### src/rrs_pkg.sv
package rrs_pkg;

    localparam int QUEUE_DEPTH = 16;
    localparam int IDX_W = $clog2(QUEUE_DEPTH);
    localparam int CNT_W = $clog2(QUEUE_DEPTH + 1);
    localparam int SUM_W = IDX_W + 1;

    localparam logic [CNT_W-1:0] DEPTH_C = CNT_W'(QUEUE_DEPTH);
    localparam logic [SUM_W-1:0] DEPTH_S = SUM_W'(QUEUE_DEPTH);
    localparam logic [IDX_W-1:0] LAST_IDX = IDX_W'(QUEUE_DEPTH - 1);

    localparam logic [15:0] QUANTUM_RESET = 16'd2;

    typedef enum logic [2:0] {
        ST_ACCEPT = 3'd0,
        ST_REFUSE = 3'd1,
        ST_IDLE   = 3'd2,
        ST_RAN    = 3'd3,
        ST_DONE   = 3'd4
    } status_t;

    typedef enum logic {
        CMD_ARRIVE = 1'b0,
        CMD_TICK   = 1'b1
    } cmd_t;

    typedef enum logic {
        S_IDLE,
        S_EXEC
    } state_t;

    typedef struct packed {
        logic [15:0] remaining;
        logic [31:0] arrival;
        logic [31:0] start_t;
        logic        started;
    } entry_t;

    localparam int ENTRY_W = $bits(entry_t);

    typedef struct packed {
        logic capture;
        logic execute;
    } ctrl_cmd_t;

endpackage

### src/rrs_ram.sv
module rrs_ram #(
    parameter int WIDTH = 8,
    parameter int DEPTH = 16
) (
    input  logic                     clk,
    input  logic                     we,
    input  logic [$clog2(DEPTH)-1:0] waddr,
    input  logic [WIDTH-1:0]         wdata,
    input  logic [$clog2(DEPTH)-1:0] raddr,
    output logic [WIDTH-1:0]         rdata
);

    logic [WIDTH-1:0] mem [DEPTH];

    always_ff @(posedge clk)
    begin
        if (we)
        begin
            mem[waddr] <= wdata;
        end
        rdata <= mem[raddr];
    end

endmodule

### src/rrs_ctrl.sv
module rrs_ctrl (
    input  logic               clk,
    input  logic               rst_n,
    input  logic               start,
    output logic               busy,
    output logic               cfg_ready,
    output rrs_pkg::ctrl_cmd_t ctrl
);
    import rrs_pkg::*;

    state_t state_reg;
    state_t state_next;

    always_ff @(posedge clk or negedge rst_n)
    begin
        if (!rst_n)
        begin
            state_reg <= S_IDLE;
        end
        else
        begin
            state_reg <= state_next;
        end
    end

    always_comb
    begin
        state_next = state_reg;
        unique case (state_reg)
            S_IDLE:
            begin
                if (start)
                begin
                    state_next = S_EXEC;
                end
            end
            S_EXEC:
            begin
                state_next = S_IDLE;
            end
            default:
            begin
                state_next = S_IDLE;
            end
        endcase
    end

    always_comb
    begin
        busy         = 1'b0;
        cfg_ready    = 1'b0;
        ctrl.capture = 1'b0;
        ctrl.execute = 1'b0;
        unique case (state_reg)
            S_IDLE:
            begin
                cfg_ready    = 1'b1;
                ctrl.capture = start;
            end
            S_EXEC:
            begin
                busy         = 1'b1;
                ctrl.execute = 1'b1;
            end
            default:
            begin
                busy = 1'b0;
            end
        endcase
    end

`ifndef NO_ASSERTIONS
    a_accept_runs: assert property (@(posedge clk) disable iff (!rst_n)
        (start && !busy) |=> (busy && ctrl.execute))
        else $error("accepted word did not enter execute");
    a_exec_single: assert property (@(posedge clk) disable iff (!rst_n)
        busy |=> !busy)
        else $error("execute lasted more than one cycle");
`endif

endmodule

### src/rrs_datapath.sv
module rrs_datapath (
    input  logic               clk,
    input  logic               rst_n,
    input  rrs_pkg::ctrl_cmd_t ctrl,
    input  logic               cmd,
    input  logic [15:0]        burst_length,
    input  logic               cfg_wr,
    input  logic [15:0]        cfg_data,
    output logic               done,
    output logic [2:0]         status,
    output logic [31:0]        turnaround,
    output logic [31:0]        response,
    output logic [31:0]        run_span
);
    import rrs_pkg::*;

    logic             cmd_reg;
    logic [15:0]      burst_reg;
    logic [15:0]      quantum_reg;
    logic [15:0]      qleft_reg, qleft_next;
    logic [IDX_W-1:0] head_reg, head_next;
    logic [CNT_W-1:0] count_reg, count_next;
    logic [31:0]      time_reg, time_next;

    logic             done_reg;
    status_t          status_reg, status_next;
    logic [31:0]      turn_reg, turn_next;
    logic [31:0]      resp_reg, resp_next;
    logic [31:0]      span_reg, span_next;

    logic             we;
    logic [IDX_W-1:0] waddr;
    entry_t           wentry;
    entry_t           rentry;
    logic [ENTRY_W-1:0] rdata;

    logic [SUM_W-1:0] tail_sum;
    logic [IDX_W-1:0] tail_idx;
    logic [IDX_W-1:0] head_inc;
    logic [15:0]      reload_val;
    logic [15:0]      rem_dec;
    logic [15:0]      qleft_dec;
    logic [31:0]      start_val;

    rrs_ram #(
        .WIDTH (ENTRY_W),
        .DEPTH (QUEUE_DEPTH)
    ) u_queue (
        .clk   (clk),
        .we    (we),
        .waddr (waddr),
        .wdata (wentry),
        .raddr (head_reg),
        .rdata (rdata)
    );

    assign rentry = entry_t'(rdata);

    // circular slot arithmetic, sum stays below twice the depth
    assign tail_sum = {1'b0, head_reg} + SUM_W'(count_reg);
    assign tail_idx = (tail_sum >= DEPTH_S) ? IDX_W'(tail_sum - DEPTH_S)
                                            : IDX_W'(tail_sum);
    assign head_inc = (head_reg == LAST_IDX) ? '0 : head_reg + 1'b1;

    assign reload_val = (quantum_reg == 16'd0) ? 16'd1 : quantum_reg;
    assign rem_dec    = (rentry.remaining != 16'd0) ? rentry.remaining - 16'd1 : 16'd0;
    assign qleft_dec  = (qleft_reg != 16'd0) ? qleft_reg - 16'd1 : 16'd0;
    assign start_val  = rentry.started ? rentry.start_t : time_reg;

    always_comb
    begin
        qleft_next  = qleft_reg;
        head_next   = head_reg;
        count_next  = count_reg;
        time_next   = time_reg;
        status_next = ST_IDLE;
        turn_next   = '0;
        resp_next   = '0;
        span_next   = '0;
        we          = 1'b0;
        waddr       = head_reg;
        wentry      = '{remaining: rem_dec, arrival: rentry.arrival,
                        start_t: start_val, started: 1'b1};
        if (cmd_t'(cmd_reg) == CMD_ARRIVE)
        begin
            if (count_reg == DEPTH_C || burst_reg == 16'd0)
            begin
                status_next = ST_REFUSE;
            end
            else
            begin
                status_next = ST_ACCEPT;
                we          = 1'b1;
                waddr       = tail_idx;
                wentry      = '{remaining: burst_reg, arrival: time_reg,
                                start_t: 32'd0, started: 1'b0};
                count_next  = count_reg + 1'b1;
            end
        end
        else
        begin
            time_next = time_reg + 32'd1;
            if (count_reg == '0)
            begin
                status_next = ST_IDLE;
                qleft_next  = reload_val;
            end
            else if (rem_dec == 16'd0)
            begin
                status_next = ST_DONE;
                turn_next   = time_reg - rentry.arrival + 32'd1;
                resp_next   = start_val - rentry.arrival;
                span_next   = time_reg - start_val + 32'd1;
                head_next   = head_inc;
                count_next  = count_reg - 1'b1;
                qleft_next  = reload_val;
            end
            else
            begin
                status_next = ST_RAN;
                we          = 1'b1;
                if (qleft_dec == 16'd0)
                begin
                    qleft_next = reload_val;
                    // rotate head job to the tail when others wait
                    if (count_reg > CNT_W'(1))
                    begin
                        waddr     = tail_idx;
                        head_next = head_inc;
                    end
                end
                else
                begin
                    qleft_next = qleft_dec;
                end
            end
        end
        if (!ctrl.execute)
        begin
            we = 1'b0;
        end
    end

    always_ff @(posedge clk)
    begin
        if (ctrl.capture)
        begin
            cmd_reg   <= cmd;
            burst_reg <= burst_length;
        end
        if (ctrl.execute)
        begin
            status_reg <= status_next;
            turn_reg   <= turn_next;
            resp_reg   <= resp_next;
            span_reg   <= span_next;
        end
    end

    always_ff @(posedge clk or negedge rst_n)
    begin
        if (!rst_n)
        begin
            quantum_reg <= QUANTUM_RESET;
            qleft_reg   <= QUANTUM_RESET;
            head_reg    <= '0;
            count_reg   <= '0;
            time_reg    <= '0;
            done_reg    <= 1'b0;
        end
        else
        begin
            if (cfg_wr)
            begin
                quantum_reg <= cfg_data;
            end
            done_reg <= ctrl.execute;
            if (ctrl.execute)
            begin
                qleft_reg <= qleft_next;
                head_reg  <= head_next;
                count_reg <= count_next;
                time_reg  <= time_next;
            end
        end
    end

    assign done       = done_reg;
    assign status     = status_reg;
    assign turnaround = turn_reg;
    assign response   = resp_reg;
    assign run_span   = span_reg;

`ifndef NO_ASSERTIONS
    a_count_bound: assert property (@(posedge clk) disable iff (!rst_n)
        count_reg <= DEPTH_C)
        else $error("queue count beyond depth");
    a_spans_zero: assert property (@(posedge clk) disable iff (!rst_n)
        (done_reg && status_reg != ST_DONE) |->
            (turn_reg == '0 && resp_reg == '0 && span_reg == '0))
        else $error("spans nonzero without completion");
`endif

endmodule

### src/round_robin_scheduler_core.sv
// round-robin job scheduler with a circular ready queue held in a small ram
// command channel: a word is taken when start is high and busy is low;
// cmd selects arrive (append job of burst_length units) or tick (run head
// job for one time unit, then advance time)
// result channel: done strobes for one cycle with status, and on job
// completion turnaround, response and run_span (zero otherwise); the
// receiver cannot stall, every result must be taken in its cycle
// config channel: cfg_data writes the quantum when cfg_valid and cfg_ready
// are both high; ready is high whenever no command is executing, and the
// new value is used at the next quantum reload
// timing: an accepted command enters execute in the next cycle, and done
// follows in the cycle after execute; busy is high during execute only, so
// a command is not taken during execute, only in the idle state between,
// as the registered read of the head entry must follow its write back
// reset: queue empty, time zero, quantum 2; queue ram contents are not
// cleared, only slots written by arrivals are ever read
module round_robin_scheduler_core (
    input  logic        clk,
    input  logic        rst_n,
    input  logic        start,
    output logic        busy,
    input  logic        cmd,
    input  logic [15:0] burst_length,
    input  logic        cfg_valid,
    output logic        cfg_ready,
    input  logic [15:0] cfg_data,
    output logic        done,
    output logic [2:0]  status,
    output logic [31:0] turnaround,
    output logic [31:0] response,
    output logic [31:0] run_span
);
    import rrs_pkg::*;

    ctrl_cmd_t ctrl;
    logic      cfg_wr;

    assign cfg_wr = cfg_valid && cfg_ready;

    rrs_ctrl u_ctrl (
        .clk       (clk),
        .rst_n     (rst_n),
        .start     (start),
        .busy      (busy),
        .cfg_ready (cfg_ready),
        .ctrl      (ctrl)
    );

    rrs_datapath u_dp (
        .clk          (clk),
        .rst_n        (rst_n),
        .ctrl         (ctrl),
        .cmd          (cmd),
        .burst_length (burst_length),
        .cfg_wr       (cfg_wr),
        .cfg_data     (cfg_data),
        .done         (done),
        .status       (status),
        .turnaround   (turnaround),
        .response     (response),
        .run_span     (run_span)
    );

endmodule

### config.mk
export PLATFORM = sky130hd
export DESIGN_NAME = round_robin_scheduler_core
export DESIGN_NICKNAME = d
export VERILOG_FILES = /design/src/rrs_pkg.sv /design/src/rrs_ram.sv /design/src/rrs_ctrl.sv /design/src/rrs_datapath.sv /design/src/round_robin_scheduler_core.sv
export SDC_FILE = /design/constraint.sdc
export NUM_CORES = 2
export LEC_CHECK = 0
export ABC_AREA = 1
export ABC_CLOCK_PERIOD_IN_PS = 6700
export BUFFER_PORTS_ARGS = -buffer_cell sky130_fd_sc_hd__buf_2
export CAP_MARGIN = 15
export CORE_ASPECT_RATIO = 1.2
export CORE_MARGIN = 5
export CORE_UTILIZATION = 59
export CTS_BUF_LIST = sky130_fd_sc_hd__clkbuf_2
export CTS_CLUSTER_DIAMETER = 200
export DETAILED_ROUTE_END_ITERATION = 7
export GPL_TIMING_DRIVEN = 0
export PLACE_DENSITY = 0.79
export SYNTH_ARGS = -nofsm -noshare
export SYNTH_HDL_FRONTEND = slang
export SYNTH_SLANG_ARGS = --single-unit
export TNS_END_PERCENT = 5
### constraint.sdc
create_clock -name clk -period 6.7 [get_ports clk]
set_input_delay 0.335 -clock clk [delete_from_list [all_inputs] [get_ports clk]]
set_output_delay 0.335 -clock clk [all_outputs]
set_load 0.05 [all_outputs]
==> metrics.md <==
| Metric | Value |
|---|---|
| PwrDens | `279 nW/um^2` |
| WP data arrival | `about 6.7 ns` |
| Number of clock sinks | `between 1500 and 2000` |
| GRT Resource Usage Total | `0.344` |
| Final-stage net count | `approximately 6500` |
| Top FF cell, synth | `edfxtp_1` |
| First DRT Iteration DRCs | `~7600` |
| Syn-to-layout area delta | `13.0%` |
| Core area | `between 100000 and 150000 sq um` |
| First-pass detailed-route iteration total | `8` |
| Initial antenna violation count | `18` |
| Fin. Hold Viols | `0` |
| Die width | `317 um` |
| Post-DRT Antenna Nets | `0` |
| Initial Util | `0.591` |
| Post-cts resize count | `0` |
| CP startpoint | `u_dp.u_queue.rdata[0]` |
| CP Capture Type | `flip-flop` |
| F_max | `about 190 MHz` |
| R2R Setup Slk | `1.47 ns` |
| DR vias/cell | `~6.3` |
| Clock transition at the registers of the reported paths | `0.16 ns` |
| Syn Std Cell Area | `roughly 67000 sq um` |
| Biggest register | `u_dp.u_queue.mem` |
| DRC | `0` |
| Post-Route WL | `~210000 um` |
| Final GP Congestion | `a little under 1` |
| Global-route wire length before repair | `roughly 300000 um` |
| Data required, critical path | `~8.2 ns` |
| Syn nets | `roughly 5700` |
| Most common cell after layout, fill and taps aside | `edfxtp_1` |
| Final Cell Area | `75200 sq um` |
| Reg2reg path depth | `25` |
| R2R Path End | `u_dp.run_span[31]` |
| Most frequent cells in the layout | `1412 x edfxtp_1, 689 x o21ai_0, 609 x nor2_1` |
| Post-CTS Setup Bufs | `0` |
| DR WL/cell | `~26 um` |
| Final HPWL DP | `between 100000 and 150000 um` |
| Overflow after GRT | `0` |
| Critical Path Sink | `u_dp.run_span[31]` |
| Skew-Pair Late Insertion Delay | `approximately 1.7 ns` |
| Root buf cell | `clkbuf_2` |
| Largest net degree at the start of global routing | `85` |
| Post-synth ARST share | `0.0478` |
| Yosys reg bits | `approximately 1600` |
| CTS tree | `built` |
| # setup viols final | `0` |
| Slew Limit Fails | `0` |
| Fillers | `roughly 8000` |
| CP max FO | `10` |
| Mean post-synth cell area | `about 12 sq um` |
| Clock Skew | `approximately 0.22 ns` |
| Via count | `50600` |
| Hold_buf cts | `122` |
| Flip-flop count of the largest register after layout | `roughly 1300` |
| Critical R2R Launch | `u_dp.u_queue.rdata[0]` |
| Die H | `~380 um` |
| Cts bufs inserted | `360` |
| Max-Cap Viols | `0` |
| Cell Rows | `around 140` |
| Worst slew pin tran | `~1.3 ns` |
| Slew margin rel. | `0.107` |
| Post-synth EDFFs | `1412` |
| Final Util | `0.668` |
| Hold Crit Class | `input pin to asynchronous set/reset pin` |
| Synth cell types | `59` |
| Io pins | `roughly 140` |
| CP Class | `flip-flop to flip-flop` |
| Synth warn | `0` |
| Cells after Synth | `5524` |
| Vias in the first global route | `49600` |
| RSZ-0062 raised after global routing | `no` |
| Run status | `complete, no violations` |
| Sequential area share after synthesis | `0.690` |
| Proportion of layout cells with a drive suffix above 1 | `0.147` |
| CTS Buffer Depth | `4` |
| Die area | `about 120000 sq um` |
| Worst Hold Slack | `between 0.15 and 0.2 ns` |
| Final period utilization | `0.780` |
| Tmin final | `5.23 ns` |
| Leakage | `around 28 nW` |
| Worst setup SP type | `flip-flop` |
| CTS H-tree lvls | `5` |
| Peak VDD IR | `between 0.15 and 0.2 mV` |
| DP Area | `slightly above 70000 sq um` |
| Port bufs | `between 100 and 150` |
| Top Registers | `u_dp.u_queue.mem x1296, u_dp.u_queue.rdata x81` |
## worst min-delay path by stage
stage                     slack, ns           startpoint  cells past startpoint                   to
after floorplan                0.04                rst_n                      0     u_ctrl.state_reg
after global placement         0.49  u_dp.quantum_reg[1]                      2  u_dp.quantum_reg[1]
after detailed placement       0.28                rst_n                      1    u_dp.qleft_reg[8]
after CTS                      0.05                rst_n                      5    u_dp.count_reg[1]
after global routing           0.13                rst_n                      5    u_dp.count_reg[1]
final                          0.15                rst_n                      5    u_dp.count_reg[1]
## stage by stage
step                      std cells  TNS [ns]  power (mW)  worst slack (ns)
after global routing           8011         0        21.8              1.31
after global placement         7169  -1357.08        14.9             -1.49
after CTS                      8005         0        20.7              1.71
final                          8023         0        21.0              1.47
after detailed placement       7270         0        15.1              1.72
after floorplan                5524         0        13.8              1.08
## cells in the mapped netlist (4+ instances only)
library cell	n	area, sq um
a21boi_0	6	45.0
a21oi_1	519	2600
buf_1	24	90.1
buf_2	13	65.1
buf_4	4	30.0
clkbuf_1	251	942
dfrtp_1	73	1830
dfxtp_1	81	1620
edfxtp_1	1412	42400
fa_1	4	80.1
ha_1	163	2040
inv_1	293	1100
inv_2	7	26.3
nand2_1	581	2180
nand2_2	12	75.1
nand3_1	75	375
nand3_2	18	180
nand4_1	28	175
nor2_1	625	2350
nor2_2	14	87.6
nor2_4	5	56.3
nor3_1	17	85.1
nor4_1	14	87.6
o21a_1	23	173
o21ai_0	720	3600
o21ai_1	21	105
o21ai_2	4	35.0
o21bai_1	9	67.6
o221ai_1	164	1440
o22ai_1	162	1010
or2_2	46	288
xnor2_1	35	307
xor2_1	56	490
## routing by layer
metal | share of wire | vias up | global-route usage
met2 | 0.46 | 4101 | 0.538
met3 | 0.14 | 886 | 0.107
li1 | - | 21900 | -
met1 | 0.33 | 23700 | 0.414
met4 | 0.075 | 6 | 0.229
met5 | 0.00020 | - | 0
## where the power goes
part	switching [mW]	leakage (nW)	internal [mW]
clock network	3.66	2.40	2.16
logic	2.55	11.2	1.01
registers	0.271	14.6	11.3
## cells by family after synthesis
| group | after synthesis | share of synthesized area |
|---|---|---|
| compound gates | 1643 | 0.138 |
| flops | 1568 | 0.690 |
| buf+inv | 597 | 0.0346 |
| fa+ha+maj | 167 | 0.0319 |
| xor+xnor | 91 | 0.0120 |
| simple gates | 1457 | 0.0931 |
| mux | 1 | 0.000150 |
## critical path: stages, from the launching register on
cell and delay, ns:
dfxtp_1 0.72, inv_1 0.27, clkbuf_1 0.24, or2_2 0.37, o21ai_0 0.21, inv_1 0.30
ha_1 0.36, inv_1 0.06, ha_1 0.16, inv_1 0.07, fa_1 0.45, o21ai_0 0.30
nand2_1 0.09, nand2_1 0.11, nand2_1 0.07, nand3_1 0.14, nand2_1 0.07, nand2_1 0.16
nand2_1 0.08, nand2_1 0.22, nand2_1 0.08, nand2_1 0.13, nand2_1 0.07, nand2_1 0.08
o21ai_1 0.06, a21oi_1 0.17
## area by class of cell
class	count	area [sq um]	area share
buffer	295	1160	0.0154
tap	1507	1890	0.0251
timing repair buffer	365	3580	0.0476
antenna	14	35.0	0.000466
clock buffer	529	2650	0.0352
clock inverter	84	389	0.00518
sequential	1568	45900	0.611
multi-input combinational	3359	18400	0.245
inverter	302	1140	0.0151
(Power assumes the default switching activity.)
